File: src/hw/rtl/utf8cp_pkg.sv
// Package for the UTF-8 to Windows-1252 byte decoder.
// Holds the item types, decode phase codes, byte constants and mapping tables.
// No dependencies.
package utf8cp_pkg;

   typedef logic [7:0] byte_type;

   typedef struct packed {
      byte_type in_byte;
      logic     in_last;
   } req_item_type;

   typedef struct packed {
      byte_type out_byte;
      logic     out_last;
   } rsp_item_type;

   typedef enum logic [10:0] {
      PH_IDLE = 11'b000_0000_0001,
      PH_C2   = 11'b000_0000_0010,
      PH_C3   = 11'b000_0000_0100,
      PH_C5   = 11'b000_0000_1000,
      PH_C6   = 11'b000_0001_0000,
      PH_CB   = 11'b000_0010_0000,
      PH_E2   = 11'b000_0100_0000,
      PH_E280 = 11'b000_1000_0000,
      PH_E282 = 11'b001_0000_0000,
      PH_E284 = 11'b010_0000_0000,
      PH_E2X  = 11'b100_0000_0000
   } phase_type;

   localparam byte_type LEAD_C2   = 8'hc2;
   localparam byte_type LEAD_C3   = 8'hc3;
   localparam byte_type LEAD_C5   = 8'hc5;
   localparam byte_type LEAD_C6   = 8'hc6;
   localparam byte_type LEAD_CB   = 8'hcb;
   localparam byte_type LEAD_E2   = 8'he2;
   localparam byte_type MID_80    = 8'h80;
   localparam byte_type MID_82    = 8'h82;
   localparam byte_type MID_84    = 8'h84;
   localparam byte_type C3_OR     = 8'h40;
   localparam byte_type SPACE     = 8'h20;
   localparam byte_type ZERO_BYTE = 8'h00;

   function automatic byte_type map_c5(input byte_type b);
      byte_type r;
      case (b)
         8'ha0:   r = 8'h8a;
         8'h92:   r = 8'h8c;
         8'h93:   r = 8'h9c;
         8'ha1:   r = 8'h9a;
         8'hb8:   r = 8'h9f;
         8'hbd:   r = 8'h8e;
         8'hbe:   r = 8'h9e;
         default: r = SPACE;
      endcase
      return r;
   endfunction

   function automatic byte_type map_c6(input byte_type b);
      byte_type r;
      case (b)
         8'h92:   r = 8'h83;
         default: r = SPACE;
      endcase
      return r;
   endfunction

   function automatic byte_type map_cb(input byte_type b);
      byte_type r;
      case (b)
         8'h86:   r = 8'h88;
         8'h9c:   r = 8'h98;
         default: r = SPACE;
      endcase
      return r;
   endfunction

   function automatic byte_type map_e280(input byte_type b);
      byte_type r;
      case (b)
         8'h93:   r = 8'h96;
         8'h94:   r = 8'h97;
         8'h98:   r = 8'h91;
         8'h99:   r = 8'h92;
         8'h9a:   r = 8'h82;
         8'h9c:   r = 8'h93;
         8'h9d:   r = 8'h94;
         8'h9e:   r = 8'h84;
         8'ha0:   r = 8'h86;
         8'ha1:   r = 8'h87;
         8'ha2:   r = 8'h95;
         8'ha6:   r = 8'h85;
         8'hb0:   r = 8'h89;
         8'hb9:   r = 8'h8b;
         8'hba:   r = 8'h9b;
         default: r = SPACE;
      endcase
      return r;
   endfunction

   function automatic byte_type map_e282(input byte_type b);
      byte_type r;
      case (b)
         8'hac:   r = 8'h80;
         default: r = SPACE;
      endcase
      return r;
   endfunction

   function automatic byte_type map_e284(input byte_type b);
      byte_type r;
      case (b)
         8'ha2:   r = 8'h99;
         default: r = SPACE;
      endcase
      return r;
   endfunction

endpackage

File: src/hw/rtl/utf8cp_req_if.sv
// Input channel interface: valid/ready handshake carrying one UTF-8 byte item.
// Depends on utf8cp_pkg.
interface utf8cp_req_if;
   logic                valid;
   logic                ready;
   utf8cp_pkg::byte_type in_byte;
   logic                in_last;

   modport source (output valid, output in_byte, output in_last, input ready);
   modport sink   (input valid, input in_byte, input in_last, output ready);
endinterface

File: src/hw/rtl/utf8cp_rsp_if.sv
// Result channel interface: valid/ready handshake carrying one Windows-1252 byte.
// Depends on utf8cp_pkg.
interface utf8cp_rsp_if;
   logic                valid;
   logic                ready;
   utf8cp_pkg::byte_type out_byte;
   logic                out_last;

   modport source (output valid, output out_byte, output out_last, input ready);
   modport sink   (input valid, input out_byte, input out_last, output ready);
endinterface

File: src/hw/rtl/utf8cp_in_stage.sv
// Input register stage: captures one request item per cycle while it is empty or its held item is taken.
// Depends on utf8cp_pkg and utf8cp_req_if.
module utf8cp_in_stage (
   input  logic                     clock,
   input  logic                     reset,
   utf8cp_req_if.sink               req_stream,
   input  logic                     item_take,
   output logic                     item_valid,
   output utf8cp_pkg::req_item_type item
);

   logic                     valid_ff, valid_in;
   utf8cp_pkg::req_item_type item_ff, item_in;
   logic                     load;

   assign req_stream.ready = !valid_ff || item_take;
   assign load             = req_stream.valid && req_stream.ready;

   always_comb begin
      valid_in = valid_ff;
      item_in  = item_ff;
      if (load) begin
         valid_in        = 1'b1;
         item_in.in_byte = req_stream.in_byte;
         item_in.in_last = req_stream.in_last;
      end else if (item_take) begin
         valid_in = 1'b0;
      end
   end

   always_ff @(posedge clock) begin
      if (reset) begin
         valid_ff <= 1'b0;
      end else begin
         valid_ff <= valid_in;
      end
      item_ff <= item_in;
   end

   assign item_valid = valid_ff;
   assign item       = item_ff;

endmodule

File: src/hw/rtl/utf8cp_decode.sv
// Decode logic: phase register plus lead/continuation byte mapping.
// Depends on utf8cp_pkg.
module utf8cp_decode (
   input  logic                     clock,
   input  logic                     reset,
   input  logic                     item_valid,
   input  utf8cp_pkg::req_item_type item,
   input  logic                     out_free,
   output logic                     item_take,
   output logic                     result_load,
   output utf8cp_pkg::rsp_item_type result
);

   utf8cp_pkg::phase_type phase_ff, phase_in, phase_next;
   utf8cp_pkg::byte_type  b, ob;
   logic                  emit;

   assign b         = item.in_byte;
   assign item_take = item_valid && out_free;

   always_comb begin
      emit       = 1'b1;
      ob         = b;
      phase_next = utf8cp_pkg::PH_IDLE;
      case (phase_ff)
         utf8cp_pkg::PH_C2:   ob = b;
         utf8cp_pkg::PH_C3:   ob = b | utf8cp_pkg::C3_OR;
         utf8cp_pkg::PH_C5:   ob = utf8cp_pkg::map_c5(b);
         utf8cp_pkg::PH_C6:   ob = utf8cp_pkg::map_c6(b);
         utf8cp_pkg::PH_CB:   ob = utf8cp_pkg::map_cb(b);
         utf8cp_pkg::PH_E280: ob = utf8cp_pkg::map_e280(b);
         utf8cp_pkg::PH_E282: ob = utf8cp_pkg::map_e282(b);
         utf8cp_pkg::PH_E284: ob = utf8cp_pkg::map_e284(b);
         utf8cp_pkg::PH_E2X:  ob = utf8cp_pkg::SPACE;
         utf8cp_pkg::PH_E2: begin
            emit = 1'b0;
            case (b)
               utf8cp_pkg::MID_80: phase_next = utf8cp_pkg::PH_E280;
               utf8cp_pkg::MID_82: phase_next = utf8cp_pkg::PH_E282;
               utf8cp_pkg::MID_84: phase_next = utf8cp_pkg::PH_E284;
               default:            phase_next = utf8cp_pkg::PH_E2X;
            endcase
         end
         default: begin
            emit = 1'b0;
            case (b)
               utf8cp_pkg::LEAD_C2: phase_next = utf8cp_pkg::PH_C2;
               utf8cp_pkg::LEAD_C3: phase_next = utf8cp_pkg::PH_C3;
               utf8cp_pkg::LEAD_C5: phase_next = utf8cp_pkg::PH_C5;
               utf8cp_pkg::LEAD_C6: phase_next = utf8cp_pkg::PH_C6;
               utf8cp_pkg::LEAD_CB: phase_next = utf8cp_pkg::PH_CB;
               utf8cp_pkg::LEAD_E2: phase_next = utf8cp_pkg::PH_E2;
               default:             emit       = 1'b1;
            endcase
         end
      endcase

      // truncated sequence at end of string: finish with one substitute byte (00 after C2, 40 after C3, else space)
      if (item.in_last && !emit) begin
         emit = 1'b1;
         case (phase_next)
            utf8cp_pkg::PH_C2: ob = utf8cp_pkg::ZERO_BYTE;
            utf8cp_pkg::PH_C3: ob = utf8cp_pkg::C3_OR;
            default:           ob = utf8cp_pkg::SPACE;
         endcase
      end
      if (item.in_last) begin
         phase_next = utf8cp_pkg::PH_IDLE;
      end
   end

   assign phase_in = item_take ? phase_next : phase_ff;

   always_ff @(posedge clock) begin
      if (reset) begin
         phase_ff <= utf8cp_pkg::PH_IDLE;
      end else begin
         phase_ff <= phase_in;
      end
   end

   assign result_load     = item_take && emit;
   assign result.out_byte = ob;
   assign result.out_last = item.in_last;

endmodule

File: src/hw/rtl/utf8cp_out_stage.sv
// Result register stage: holds one result item until the sink takes it.
// Depends on utf8cp_pkg and utf8cp_rsp_if.
module utf8cp_out_stage (
   input  logic                     clock,
   input  logic                     reset,
   input  logic                     result_load,
   input  utf8cp_pkg::rsp_item_type result,
   output logic                     out_free,
   utf8cp_rsp_if.source             rsp_stream
);

   logic                     valid_ff, valid_in;
   utf8cp_pkg::rsp_item_type item_ff, item_in;

   assign out_free = !valid_ff || rsp_stream.ready;

   always_comb begin
      valid_in = valid_ff;
      item_in  = item_ff;
      if (result_load) begin
         valid_in = 1'b1;
         item_in  = result;
      end else if (rsp_stream.ready) begin
         valid_in = 1'b0;
      end
   end

   always_ff @(posedge clock) begin
      if (reset) begin
         valid_ff <= 1'b0;
      end else begin
         valid_ff <= valid_in;
      end
      item_ff <= item_in;
   end

   assign rsp_stream.valid    = valid_ff;
   assign rsp_stream.out_byte = item_ff.out_byte;
   assign rsp_stream.out_last = item_ff.out_last;

endmodule

File: src/hw/rtl/utf8_to_cp1252_byte_decoder.sv
// UTF-8 to Windows-1252 byte decoder, top level.
// Path: the accepted item is held in the input register, then its result is loaded into the result register.
// Throughput: 1 item per cycle while the result sink is ready; the one-hot phase register never holds the flow.
// Lead bytes and E2 second bytes give no result; an item with last set always gives exactly one.
// Synchronous active-high reset clears both stage valids and returns the phase to idle.
// Depends on utf8cp_pkg, utf8cp_req_if, utf8cp_rsp_if and the three stage modules.
module utf8_to_cp1252_byte_decoder (
   input  logic         clock,
   input  logic         reset,
   utf8cp_req_if.sink   req_stream,
   utf8cp_rsp_if.source rsp_stream
);

   logic                     item_valid, item_take;
   logic                     result_load, out_free;
   utf8cp_pkg::req_item_type item;
   utf8cp_pkg::rsp_item_type result;

   utf8cp_in_stage u_in_stage (
      .clock      (clock),
      .reset      (reset),
      .req_stream (req_stream),
      .item_take  (item_take),
      .item_valid (item_valid),
      .item       (item)
   );

   utf8cp_decode u_decode (
      .clock       (clock),
      .reset       (reset),
      .item_valid  (item_valid),
      .item        (item),
      .out_free    (out_free),
      .item_take   (item_take),
      .result_load (result_load),
      .result      (result)
   );

   utf8cp_out_stage u_out_stage (
      .clock       (clock),
      .reset       (reset),
      .result_load (result_load),
      .result      (result),
      .out_free    (out_free),
      .rsp_stream  (rsp_stream)
   );

endmodule
File: src/flat_wrapper.sv
// flat-port wrapper written by rule: the top's interface ports become plain ports
module utf8_to_cp1252_byte_decoder_flat 
  (clock, reset, req_stream_valid, req_stream_in_byte, req_stream_in_last, req_stream_ready, rsp_stream_valid, rsp_stream_out_byte, rsp_stream_out_last, rsp_stream_ready);
  utf8cp_req_if req_stream_i ();
  utf8cp_rsp_if rsp_stream_i ();
  input  logic clock;
  input  logic reset;
  input wire logic [$bits(req_stream_i.valid)-1:0] req_stream_valid;
  input wire logic [$bits(req_stream_i.in_byte)-1:0] req_stream_in_byte;
  input wire logic [$bits(req_stream_i.in_last)-1:0] req_stream_in_last;
  output wire logic [$bits(req_stream_i.ready)-1:0] req_stream_ready;
  output wire logic [$bits(rsp_stream_i.valid)-1:0] rsp_stream_valid;
  output wire logic [$bits(rsp_stream_i.out_byte)-1:0] rsp_stream_out_byte;
  output wire logic [$bits(rsp_stream_i.out_last)-1:0] rsp_stream_out_last;
  input wire logic [$bits(rsp_stream_i.ready)-1:0] rsp_stream_ready;
  assign req_stream_i.valid = req_stream_valid;
  assign req_stream_i.in_byte = req_stream_in_byte;
  assign req_stream_i.in_last = req_stream_in_last;
  assign req_stream_ready = req_stream_i.ready;
  assign rsp_stream_valid = rsp_stream_i.valid;
  assign rsp_stream_out_byte = rsp_stream_i.out_byte;
  assign rsp_stream_out_last = rsp_stream_i.out_last;
  assign rsp_stream_i.ready = rsp_stream_ready;
  utf8_to_cp1252_byte_decoder u_core (.clock(clock), .reset(reset), .req_stream(req_stream_i), .rsp_stream(rsp_stream_i));
endmodule
File: config.mk
export PLATFORM = sky130hd
export DESIGN_NAME = utf8_to_cp1252_byte_decoder_flat
export DESIGN_NICKNAME = d
export VERILOG_FILES = /design/src/hw/rtl/utf8cp_pkg.sv /design/src/hw/rtl/utf8cp_req_if.sv /design/src/hw/rtl/utf8cp_rsp_if.sv /design/src/hw/rtl/utf8cp_in_stage.sv /design/src/hw/rtl/utf8cp_decode.sv /design/src/hw/rtl/utf8cp_out_stage.sv /design/src/hw/rtl/utf8_to_cp1252_byte_decoder.sv /design/src/flat_wrapper.sv
export SDC_FILE = /design/constraint.sdc
export NUM_CORES = 1
export LEC_CHECK = 0
export BUFFER_PORTS_ARGS = -buffer_cell sky130_fd_sc_hd__buf_2
export CAP_MARGIN = 25
export CORE_ASPECT_RATIO = 1.4
export CORE_MARGIN = 2
export CORE_UTILIZATION = 40
export DETAILED_ROUTE_END_ITERATION = 12
export GPL_ROUTABILITY_DRIVEN = 0
export HOLD_SLACK_MARGIN = 0.08
export SKIP_LAST_GASP = 1
export SYNTH_ARGS = -nofsm -noshare
export SYNTH_HDL_FRONTEND = slang
export SYNTH_SLANG_ARGS = --single-unit
File: constraint.sdc
create_clock -name clock -period 3.8 [get_ports clock]
set_input_delay 0.57 -clock clock [delete_from_list [all_inputs] [get_ports clock]]
set_output_delay 0.57 -clock clock [all_outputs]
set_load 0.005 [all_outputs]
# Word level (Yosys, flattened, before mapping)
# Index checks and enable logic that the tools add are counted.
dict set report word_totals {
  regBits 31
  input_bits 13
  out_inout_bits 11
}
dict set report op_classes {
  eq_ne 42
  muxes 20
  reduce_logical 13
}
# operator count
set op_table {}
lappend op_table {{$eq 8x8->1 const B} 30}
lappend op_table {{$pmux 8 s15} 1}
lappend op_table {{$pmux 8 s8} 1}
lappend op_table {{$pmux 8 s7} 1}
lappend op_table {{$pmux 7 s6} 1}
lappend op_table {{$pmux 11 s3} 1}
lappend op_table {{$mux 8} 4}
lappend op_table {{$eq 11x2->1 const B} 2}
lappend op_table {{$eq 11x3->1 const B} 2}
lappend op_table {{$pmux 11 s2} 1}
lappend op_table {{$pmux 8 s2} 1}
lappend op_table {{$pmux 7 s2} 1}
lappend op_table {{$eq 11x10->1 const B} 1}
lappend op_table {{$eq 11x11->1 const B} 1}
lappend op_table {{$eq 11x4->1 const B} 1}
lappend op_table {{$eq 11x5->1 const B} 1}
lappend op_table {{$eq 11x6->1 const B} 1}
lappend op_table {{$eq 11x7->1 const B} 1}
lappend op_table {{$eq 11x8->1 const B} 1}
lappend op_table {{$eq 11x9->1 const B} 1}
lappend op_table {{$mux 11} 1}
lappend op_table {{$reduce_or 9->1} 1}
lappend op_table {{$mux 1} 6}
lappend op_table {{$reduce_or 6->1} 1}
lappend op_table {{other kinds (5)} 12}

# Depth between registers and ports, before layout
# Gate-level depths: netlist of run 1.
dict set report depth {
  word_depth 9
  ltp_mapped 9
  depth_no_buf 6
}

# Cells and area by module
# Synthesis of run 1 repeated with hierarchy kept, for this count alone.
dict set report unflattened {
  hier_cells 269
  area_unflattened_um2 2317.2
}
# module instances cells_per_inst area_per_inst_um2 seq_area_each_um2
set modules_own_cells {}
lappend modules_own_cells {utf8cp_decode 1 242 1675.4 220.2}
lappend modules_own_cells {utf8cp_in_stage 1 14 325.3 290.3}
lappend modules_own_cells {utf8cp_out_stage 1 13 316.6 290.3}

# Worst setup path after synthesis of run 1
# OpenSTA, ideal clock, no wires.
dict set report synth_path {
  kind {register to register}
  startpoint {reg u_core.u_decode.phase_ff[0]}
  endpoint {reg u_core.u_out_stage.item_ff, in the netlist u_core.u_out_stage.rsp_stream.out_byte[0] (enable)}
  arrival_ns 1.783
  slack_ns 1.637
  path_stages_with_launch 6
  n_path_buf 0
  period_less_slack_ns 2.163
  path_cell_list {dfxtp_1 > nor4_4 > nand2_2 > nor4_4 > nor3b_2 > a31oi_1}
}
dict set report synth_via {
  elab_chain_cells 7
  elab_cells_between_ends 16
  cone_classes {eq/ne: 10; mux: 2; reduce/logical: 4}
}
# item line
set synth_rtl {}
lappend synth_rtl {{start: declaration} utf8cp_decode.sv:14} ;# utf8cp_pkg::phase_type phase_ff, phase_in, phase_next;
lappend synth_rtl {{start signal: assignment} utf8cp_decode.sv:76} ;# phase_ff <= utf8cp_pkg::PH_IDLE;
lappend synth_rtl {{start signal: assignment} utf8cp_decode.sv:78} ;# phase_ff <= phase_in;
lappend synth_rtl {{$eq 11x11->1, or another cell as far along} utf8cp_decode.sv:25} ;# case (phase_ff)
lappend synth_rtl {{$reduce_or 9->1 (no line)} --}
lappend synth_rtl {{$pmux 1 s2 *} utf8cp_decode.sv:25}
lappend synth_rtl {{$logic_not 1->1} utf8cp_decode.sv:59} ;# if (item.in_last && !emit) begin
lappend synth_rtl {{$logic_and 1x1->1} utf8cp_decode.sv:59}
lappend synth_rtl {{$mux 1 *} utf8cp_decode.sv:59}
lappend synth_rtl {{$logic_and 1x1->1 *} utf8cp_decode.sv:82} ;# assign result_load = item_take && emit;
lappend synth_rtl {{named net u_core.result_load} utf8_to_cp1252_byte_decoder.sv:15} ;# logic result_load, out_free;
lappend synth_rtl {{end signal: assignment} utf8cp_out_stage.sv:34} ;# item_ff <= item_in;
lappend synth_rtl {{end: declaration} utf8cp_out_stage.sv:13} ;# utf8cp_pkg::rsp_item_type item_ff, item_in;
# Mark *: on every way through the listed nets, which the timed path passes. The rest lies on a longest branch.
# A chain may end at the register's enable or synchronous reset.

# Worst setup path after layout of run 1
dict set report layout_path {
  startpoint {reg u_core.u_in_stage.item_ff, in the netlist u_core.u_in_stage.item[1]}
  endpoint {reg u_core.u_out_stage.item_ff, in the netlist u_core.u_out_stage.rsp_stream.out_byte[2] (enable)}
}
dict set report layout_via {
  elab_chain_cells 8
  elab_cells_between_ends 13
  cone_classes {eq/ne: 6; mux: 3; reduce/logical: 4}
}
# item line
set layout_rtl {}
lappend layout_rtl {{start: declaration} utf8cp_in_stage.sv:13} ;# utf8cp_pkg::req_item_type item_ff, item_in;
lappend layout_rtl {{start signal: assignment} utf8cp_in_stage.sv:37} ;# item_ff <= item_in;
lappend layout_rtl {{$eq 8x8->1} utf8cp_decode.sv:46} ;# case (b)
lappend layout_rtl {{$reduce_or 6->1 (no line) *} --}
lappend layout_rtl {{$mux 1 *} utf8cp_decode.sv:46}
lappend layout_rtl {{$pmux 1 s2 *} utf8cp_decode.sv:25}
lappend layout_rtl {{$logic_not 1->1} utf8cp_decode.sv:59}
lappend layout_rtl {{$logic_and 1x1->1} utf8cp_decode.sv:59}
lappend layout_rtl {{$mux 1 *} utf8cp_decode.sv:59}
lappend layout_rtl {{$logic_and 1x1->1 *} utf8cp_decode.sv:82}
lappend layout_rtl {{named net u_core.result_load} utf8_to_cp1252_byte_decoder.sv:15}
# Marks and branches as above.

==> reports/qor.yml, run 1 <==
io_buffers: 23
required_ns: 3.71
critical-path-top-delay-family: "compound AO/OA/AOI/OAI gates"
dpl_cell_area_mm2: 0.00241
drt_pre_antenna_iters: 4
grt_pass1_wl_um: 9640
critPathBufInv: 0
crit_type: "register to register"
period_needed_ns: 2.74
post_cts_resized: 0
slew_viol_final: 0
slowest_delay_ns: 0.89
crit_path_start_kind: "register"
htreeDepth: 2
fin_setup_tns_ns: 0
clock_latency_ns: 0.29
netlist.area_leader.share_pct: 23.5
ir_worst_vdd_mv: 0.179
grt_pass1_vias: 2047
die_w_um: 68.1
drive_gt1_share_pct: 15.0
finalCritPeriodShare_pct: 72.1
synth-warning-count: 0
antenna_found_initial: 0
grt_max_degree: 27
path_cells: "nor2b_1, nand2_1, a211o_1, nand2_1, a31oi_1"
avgRoutedWirePerCell_um: 16.3
synth-seq-cells: 31
cp_slowest_cell: "edfxtp_1"
initial_core_util_pct: 41.6
n_antenna_cell: 0
slew_headroom_pct: 36.0
die_y_um: 93.7
max_freq_mhz: 365
drtIter0Drc: 103
syn_area_mm2: 0.00230
crit_top_cell: "nand2_1"
post_cts_buffers: 0
drtAntennaViolNets: 0
ys_async_sr_fraction_pct: 0
setup_viol: 0
drc: 0
yosysTopAreaCell: "edfxtp_1"
rsz0062_at_grt: "false"
fin_skew_ns: 0.00731
max_slew.worst_pin.slew_ns: 0.956
p_per_area_mw_per_mm2: 300
grt_use_total_pct: 19.8
avgSynthCellArea_um2: 8.34
fin_cells: 355
dieArea_mm2: 0.00638
clockBufferDepth: 2
core_area_mm2: 0.00553
cp_max_fo: 26
timing.hold.ws_ns: 0.454
syn_to_final_growth_pct: 9.08
hold_violations: 0
syn_inst: 276
final_cell_mix: "23 x nand2_1, 23 x nor2_1, 23 x buf_2"
maxCapViolCount: 0
cts_buffers: 5
status: "finished, final reports clean"
num_io_pins: 24
worstHoldPathType: "input pin to register"
routed_wl_um: 5790
p_leak_uw: 0.000798
synth_ff_type: "edfxtp_1"
synth_nets: 289
rows: 32
overflow: 0
num_vias: 2151
arrival_ns: 2.65
cts_tree: "built"
final_area_mm2: 0.00251
ys_types: 59
cp-end-kind: "register"
vias_per_cell: 6.06
nets: 299
clk_pin_slew_worst_paths_ns: 0.06
yosysSeqAreaShare_pct: 34.8
ys_top_cells_by_area: "edfxtp_1 23%, dfxtp_1 11%, a21oi_1 4.1%"
dp_hpwl_um: 4280
synth-edff-count: 18
clock-root-buffer: "clkbuf_8"
ctsHoldBuffers: 0
dp_cells: 347
cts_sinks: 31
[path summary, 6_finish.rpt]
check,start,end,slack [ns],depth (start not counted)
min reg2reg,u_core.u_decode.phase_ff[3],u_core.u_decode.phase_ff[3],0.55,2
max,u_core.u_in_stage.item[1],u_core.u_out_stage.rsp_stream.out_byte[2],1.06,5
min,req_stream_in_last,u_core.u_in_stage.item[0],0.45,1
max reg2reg,u_core.u_in_stage.item[1],u_core.u_out_stage.rsp_stream.out_byte[2],1.06,5
[cells by family after synthesis]
family,synth area share (%)
multiplexers,1.31
buffers and inverters,5.11
XOR/XNOR,1.90
AND/OR/NAND/NOR,36.8
AO/OA/AOI/OAI,20.1
flip-flops,34.8
[routing by layer]
metal | vias to the layer above | routed length, um | GRT usage [%]
li1 | 1063 | - | -
met1 | 987 | 2480 | 24.9
met2 | 89 | 2830 | 32.4
met3 | 12 | 319 | 3.36
met4 | 0 | 157 | 9.00
met5 | - | 0 | 0
[cell type report]
type | instances | area [um2]
clock buffer | 8 | 100
fill | 577 | 3020
inverter | 5 | 18.8
multi-input combinational | 219 | 1380
sequential | 31 | 801
tap | 68 | 85.1
timing repair buffer | 24 | 123
[power by group]
| part | leakage [uW] | total (uW) | internal, uW | switching, uW |
|---|---|---|---|---|
| sequential | 0.000277 | 393 | 369 | 24.0 |
| clock | 0.0000515 | 286 | 165 | 121 |
| combinational | 0.000470 | 73.6 | 33.3 | 40.3 |
| total | 0.000798 | 753 | 568 | 185 |
[Yosys cell counts, drive strengths merged, types with 2 or more instances]
library cell   n
nor2b          8
o21ai         17
xor2           5
nand3b         5
nor4           8
and4           4
a211oi         3
a22oi          4
nand2         24
nand2b         6
nor3          11
nand4          3
or4            2
or2            3
and2           5
a32oi          2
nand3          9
a211o          2
buf           14
nand4b         6
dfxtp         13
a21oi         19
edfxtp        18
o22ai          2
and3           2
o211ai         4
inv            5
or3            2
mux2i          3
clkbuf         7
nor4b          4
nor2          24
a21boi         2
a2111oi        2
nor3b          7
a31oi          7
[sequential cells by signal, indices dropped and copies added (netlist names)]
signal,flops
u_core.u_out_stage.rsp_stream.out_byte,8
u_core.u_out_stage.rsp_stream.out_last,1
u_core.u_out_stage.rsp_stream.valid,1
u_core.u_decode.phase_ff,11
u_core.u_in_stage.item_valid,1
u_core.u_in_stage.item,9
[per-stage QoR]
stage	worst slack, ns	util (%)	power (uW)
2_1_floorplan	1.64	-	449
3_3_place_gp	1.24	43.6	472
3_5_place_dp	1.08	43.6	473
4_1_cts	1.07	45.4	759
5_1_grt	0.858	45.4	785
6_report	1.06	45.4	753
Note: power is estimated with default switching activity, not from simulation.
==> inputs of run 2 (changes only) <==
clock period = 2.2 ns   (was 3.8 ns; I/O delays follow)
==> run 2 against run 1 <==
- global-route usage increased by 1.8 points
- combinational power grew to 2.8 times the previous value
- clock power is 62% higher
- largest cell class unchanged
- final cell count grew 13%
- hold slack worse by 0.23 ns
- flip-flop and latch count stayed put
- clock skew is 0.0010 ns lower
- sequential share of layout area fell by 4.3 points
==> reports/qor.yml, run 2 (synthesized netlist as in run 1, its figures left out) <==
num_vias: 2395  # +11%
ir_worst_vdd_mv: 0.360  # +100%
drt_pre_antenna_iters: 5  # +1
n_antenna_cell: 0  # unchanged
overflow: 0  # unchanged
p_per_area_mw_per_mm2: 451  # +50%
grt_pass1_wl_um: 10500  # +8.8%
p_leak_uw: 0.00105  # +31%
maxCapViolCount: 0  # unchanged
cp_max_fo: 7  # -73%
arrival_ns: 2.17  # -0.48 ns
ff_latch_area_um2: 808  # +0.94%
path_cells: "or3_1, a211o_1, o211ai_1, o221ai_1, nor4_1, mux2i_1"
fin_skew_ns: 0.00627  # -0.00104 ns
max_slew.worst_pin.slew_ns: 0.489  # -0.467 ns
slowest_delay_ns: 0.52  # -0.37 ns
drtAntennaViolNets: 0  # unchanged
vias_per_cell: 5.97  # -1.4%
slew_viol_final: 0  # unchanged
worstHoldPathType: "input pin to register"
fillers: 526  # -8.8%
cts_tree: "built"
largest_reg_flops: 11  # unchanged
cp-end-kind: "register"
final_cell_mix: "46 x buf_4, 24 x buf_2, 23 x nand2_1"
die_w_um: 68.1  # unchanged
multi_input_area_mm2: 0.00146  # +5.4%
grt_max_degree: 16  # -41%
slew_headroom_pct: 67.2  # +31 points
drtIter0Drc: 148  # +44%
crit_path_start_kind: "register"
largest-register: "u_core.u_decode.phase_ff"
fin_setup_tns_ns: 0  # unchanged
dieArea_mm2: 0.00638  # unchanged
hold_violations: 0  # unchanged
ff2ff_setup_slack_ns: 0.06  # -1.00 ns
grt_pass1_vias: 2311  # +13%
io_buffers: 23  # unchanged
drc: 0  # unchanged
avgRoutedWirePerCell_um: 16.6  # +1.8%
clockBufferDepth: 2  # unchanged
syn_to_final_growth_pct: 27.2
drive_gt1_share_pct: 30.9  # +16 points
finalCritPeriodShare_pct: 97.2  # +25 points
clk_pin_slew_worst_paths_ns: 0.07  # about the same
initial_core_util_pct: 41.6  # unchanged
rows: 32  # unchanged
clock_latency_ns: 0.28  # about the same
setup_slack_ns: 0.0611  # -1.00 ns
die_y_um: 93.7  # unchanged
status: "finished, final reports clean"
required_ns: 2.23  # -1.48 ns
htreeDepth: 2  # unchanged
final_common_cell: "buf_4"
cts_sinks: 31  # unchanged
setup_viol: 0  # unchanged
core_area_mm2: 0.00553  # unchanged
antenna_found_initial: 0  # unchanged
cp_slowest_cell: "edfxtp_1"
cts_buffers: 5  # unchanged
pre_cts_ws_ns: 0.0559  # -1.03 ns
num_io_pins: 24  # unchanged
routed_wl_um: 6660  # +15%
max_freq_mhz: 468  # +28%
dp_hpwl_um: 4950  # +16%
nets: 345  # +15%
grt_use_total_pct: 21.7  # +1.8 points
period_needed_ns: 2.14  # -0.600 ns
crit_type: "register to register"
ctsHoldBuffers: 0  # unchanged
clock-root-buffer: "clkbuf_8"
## run 2: layout make-up
cell class / instances / share of cell area (%)
Sequential cell: 31 / 27.6
Tap cell: 68 / 2.91
Timing Repair Buffer: 70 / 15.9
Clock buffer: 7 / 2.95
Multi-Input combinational cell: 219 / 49.8
Inverter: 5 / 0.641
Clock inverter: 1 / 0.171
## run 2: power by group
part / internal (uW) / switching, uW
sequential: 636 / 14.9
combinational: 91.6 / 114
clock: 252 / 211
## run 2: worst paths after layout
check / from / end / cells after the start
setup reg to reg: u_core.u_in_stage.item[6] / u_core.u_out_stage.rsp_stream.out_byte[5] / 6
hold / removal: req_stream_in_byte[5] / u_core.u_in_stage.item[6] / 1
setup / recovery: u_core.u_in_stage.item[6] / u_core.u_out_stage.rsp_stream.out_byte[5] / 6
hold reg to reg: u_core.u_decode.phase_ff[2] / u_core.u_decode.phase_ff[2] / 2
## run 2: per-stage QoR
| step | utilization (%) | hold slack [ns] | std cells | area, um2 | total power (uW) |
|---|---|---|---|---|---|
| finish | 53.0 | 0.220 | 401 | 2930 | 1320 |
| global route | 53.0 | 0.202 | 401 | 2930 | 1380 |
| CTS | 50.6 | 0.214 | 394 | 2790 | 1320 |
| detailed placement | 48.9 | 0.508 | 386 | 2700 | 859 |
| global placement | 48.9 | 0.506 | 386 | 2700 | 857 |
| floorplan | - | 0.429 | 276 | 2300 | 775 |
## run 2: routing by layer
| layer | vias to the layer above | track usage, % | wire [um] |
|---|---|---|---|
| li1 | 1157 | - | - |
| met1 | 1123 | 26.1 | 2750 |
| met2 | 93 | 36.1 | 3360 |
| met3 | 22 | 3.24 | 312 |
| met4 | 0 | 11.5 | 242 |
| met5 | - | 0 | 0 |
## run 2: timing repair
item,in CTS,in global routing
setup buffers,0,6
endpoints found under the setup margin,0,18
gates resized for setup,0,24
## run 2: critical path, delay by kind of cell (launching register included)
family | cells | cell delay [ns]
muxes | 1 | 0.10
and+or+nand+nor | 2 | 0.66
DFF | 1 | 0.52
AOI/OAI and AO/OA | 3 | 0.62
==> inputs of run 3 (changes only) <==
SYNTH_HIERARCHICAL = 1   (was not set)
==> run 3 against run 2 <==
- the run now ends with setup timing left
- hold slack got worse by 0.016 ns
- area after synthesis is 0.71% higher
- clock-buffer cell count is 1 lower
- final area up 8.0%
- core utilization rose by 3.8 points
- register-to-register slack lost 0.12 ns
- fmax fell by 5.3%
- via count grew 4.2%
- first-iteration DRC count down 13%
- clock skew is 0.0069 ns higher
- sequential share of layout area down 2.3 points
- sequential power about the same
- critical endpoint is now u_core/u_out_stage/rsp_stream.out_byte[7]
- largest cell class unchanged
- highest routed layer unchanged
==> reports/qor.yml, run 3 <==
status: "finished with violations"
violations: "setup timing"
clock-root-buffer: "clkbuf_8"
p_leak_uw: 0.00120  # +15%
htreeDepth: 2  # unchanged
setup_slack_ns: -0.0580  # -0.119 ns
ir_worst_vdd_mv: 0.359  # -0.23%
finalCritPeriodShare_pct: 103  # +5.4 points
grt_max_degree: 21  # +5
fin_cells: 411  # +2.5%
clockBufferDepth: 2  # unchanged
syn_area_mm2: 0.00232  # +0.71%
synth-seq-cells: 31  # unchanged
dieArea_mm2: 0.00643  # +0.67%
slew_headroom_pct: 70.7  # +3.6 points
drive_gt1_share_pct: 37.6  # +6.7 points
grt_use_total_pct: 24.5  # +2.8 points
maxCapViolCount: 0  # unchanged
drt_pre_antenna_iters: 5  # unchanged
max_freq_mhz: 443  # -5.3%
worstHoldPathType: "input pin to register"
synth-edff-count: 18  # unchanged
vias_per_cell: 6.07  # +1.7%
drc: 0  # unchanged
utilization_pct: 56.8  # +3.8 points
ctsHoldBuffers: 0  # unchanged
r2r_end: "u_core/u_out_stage/rsp_stream.out_byte[7]"
routed_wl_um: 7360  # +11%
nets: 355  # +2.9%
avgRoutedWirePerCell_um: 17.9  # +7.9%
initial_core_util_pct: 41.6  # about the same
n_antenna_cell: 0  # unchanged
io_buffers: 23  # unchanged
syn_to_final_growth_pct: 36.4
yosysMostFrequentCell: "nand2_1"
clk_pin_slew_worst_paths_ns: 0.08  # about the same
rr_worst_depth: 7  # +1
cts_sinks: 31  # unchanged
cts_tree: "built"
ff2ff_setup_slack_ns: -0.06  # -0.12 ns
ys_top_cells_by_area: "edfxtp_1 23%, dfxtp_1 11%, a21oi_1 3.5%"
min-delay-start: "req_stream_in_byte[7]"
final_common_cell: "buf_4"
synth-warning-count: 6  # +6
p_int_uw: 998  # +1.9%
required_ns: 2.22  # about the same
hold_path_end: "u_core/u_in_stage/item[8]"
yosysSeqAreaShare_pct: 34.6  # -0.24 points
core_area_mm2: 0.00557  # +0.72%
cp-end-kind: "register"
clock_latency_ns: 0.29  # about the same
yosys-top-cells-count: "19 x nand2_1, 18 x edfxtp_1"
yosysTopAreaCell: "edfxtp_1"
p_sw_share_pct: 28.4  # +2.6 points
arrival_ns: 2.28  # +0.11 ns
synth_ff_type: "edfxtp_1"
seqPwrFrac_pct: 46.9  # -2.4 points
dp_cells: 400  # +3.6%
num_io_pins: 24  # unchanged
p_per_area_mw_per_mm2: 441  # -2.3%
slew_viol_final: 0  # unchanged
die_y_um: 94.1  # +0.34%
antenna_found_initial: 0  # unchanged
total_power_uw: 1390  # +5.6%
ys_types: 67  # +14%
drtIter0Drc: 129  # -13%
drtAntennaViolNets: 0  # unchanged
avgSynthCellArea_um2: 8.61  # +3.3%
fin_skew_ns: 0.0131  # +0.00685 ns
syn_inst: 269  # -2.5%
die_w_um: 68.3  # +0.33%
rows: 32  # unchanged
hold_depth: 1  # unchanged
ys_async_sr_fraction_pct: 0  # unchanged
overflow: 0  # unchanged
power.switching_uw: 395  # +16%
dp_hpwl_um: 5500  # +11%
crit_path_start_kind: "register"
crit_type: "register to register"
rsz0062_at_grt: "true"
netlist.area_leader.share_pct: 23.3  # -0.16 points
grt_pass1_vias: 2400  # +3.9%
cp_max_fo: 6  # -1
grt_pass1_wl_um: 11500  # +9.5%
num_vias: 2496  # +4.2%
hold_violations: 0  # unchanged
largest-register: "u_core/u_decode/phase_ff"
max_slew.worst_pin.slew_ns: 0.437  # -0.0517 ns
synth_nets: 282  # -2.4%
setup_viol: 8  # +8
p_clk_share_pct: 35.0  # about the same
period_needed_ns: 2.26  # +0.119 ns
p_comb_share_pct: 18.1  # +2.5 points
final_cell_mix: "64 x buf_4, 23 x buf_2, 19 x nand2_1"
r2r_start: "u_core/u_in_stage/item[4]"
cts_buffers: 5  # unchanged
largest_reg_flops: 11  # unchanged
-- run 3: cell types whose count changed after synthesis, sizes merged, moves of 4 or more --
| cell | before | now |
|---|---|---|
| clkbuf | 7 | 18 |
| buf | 14 | 6 |
| inv | 5 | 9 |
| nor2 | 24 | 16 |
| nor3b | 7 | 2 |
| nand4b | 6 | 2 |
| nand4 | 3 | 11 |
| nand2 | 24 | 19 |
| xnor2 | 0 | 4 |
-- run 3: kinds of logic after synthesis --
logic type	count (synthesis)	synth area share, %
AO/OA/AOI/OAI	72	21.6
XOR/XNOR	6	2.27
buffers and inverters	34	6.53
flip-flops	31	34.6
multiplexers	3	1.30
AND/OR/NAND/NOR	123	33.7
-- run 3: worst max path at each step --
stage                              startpoint                                   endpoint  slack (ns)  depth (start not counted)
detailed placement  u_core/u_in_stage/item[7]  u_core/u_out_stage/rsp_stream.out_byte[5]       -0.17                          7
finish              u_core/u_in_stage/item[4]  u_core/u_out_stage/rsp_stream.out_byte[7]       -0.06                          7
global route        u_core/u_in_stage/item[5]  u_core/u_out_stage/rsp_stream.out_byte[1]       -0.17                          9
global placement    u_core/u_in_stage/item[7]  u_core/u_out_stage/rsp_stream.out_byte[5]       -0.12                          7
floorplan           u_core/u_in_stage/item[3]  u_core/u_out_stage/rsp_stream.out_byte[5]       -0.13                          8
CTS                 u_core/u_in_stage/item[4]  u_core/u_out_stage/rsp_stream.out_byte[5]       -0.05                          7
-- run 3: power by group through the flow --
stage | Clock [uW] | Sequential (uW) | Combinational, uW
6_report | 487 | 654 | 252
3_3_place_gp | 0 | 667 | 234
4_1_cts | 500 | 654 | 245
5_1_grt | 512 | 657 | 269
2_1_floorplan | 0 | 669 | 135
3_5_place_dp | 0 | 667 | 236
-- run 3: timing repair --
action                                 CTS  global route
buffers inserted                         4             0
setup endpoints to repair               18            25
resized for setup                       11            11
gates cloned                             0             1
pin swaps                                4             5
endpoints found under the hold margin    0             0
-- run 3: metrics by stage --
stage                     setup slack [ns]  hold WS, ns  setup TNS (ns)  instance area (um2)
after detailed placement            -0.172        0.486          -0.997                 2940
final                              -0.0580        0.204          -0.394                 3160
after CTS                          -0.0480        0.199          -0.747                 3120
after global placement              -0.117        0.481          -0.733                 2940
after floorplan                     -0.128        0.392           -1.07                 2370
after global routing                -0.173        0.199           -1.88                 3160
-- run 3: cell type report --
type | instances | area (um2)
sequential | 31 | 802
clock buffer | 6 | 82.6
clock inverter | 2 | 11.3
multi-input combinational | 205 | 1530
fill | 497 | 2400
inverter | 10 | 37.5
tap | 68 | 85.1
timing repair buffer | 89 | 618
-- run 3: per-layer routing --
| layer | vias to the layer above | track usage [%] | routed length (um) | part of all wire [%] |
|---|---|---|---|---|
| met2 | 115 | 40.0 | 3650 | 50 |
| met1 | 1171 | 27.9 | 2850 | 39 |
| li1 | 1182 | - | - | - |
| met5 | - | 0 | 0 | 0 |
| met3 | 28 | 5.04 | 456 | 6.2 |
| met4 | 0 | 16.0 | 405 | 5.5 |
-- run 3: critical path, stage by stage (launching register included) --
cell and delay [ns]:
edfxtp_1 0.41, or4b_4 0.55, a2bb2o_4 0.22, a31oi_4 0.04, a2111oi_4 0.39, and2_4 0.22
buf_6 0.11, a31oi_1 0.04
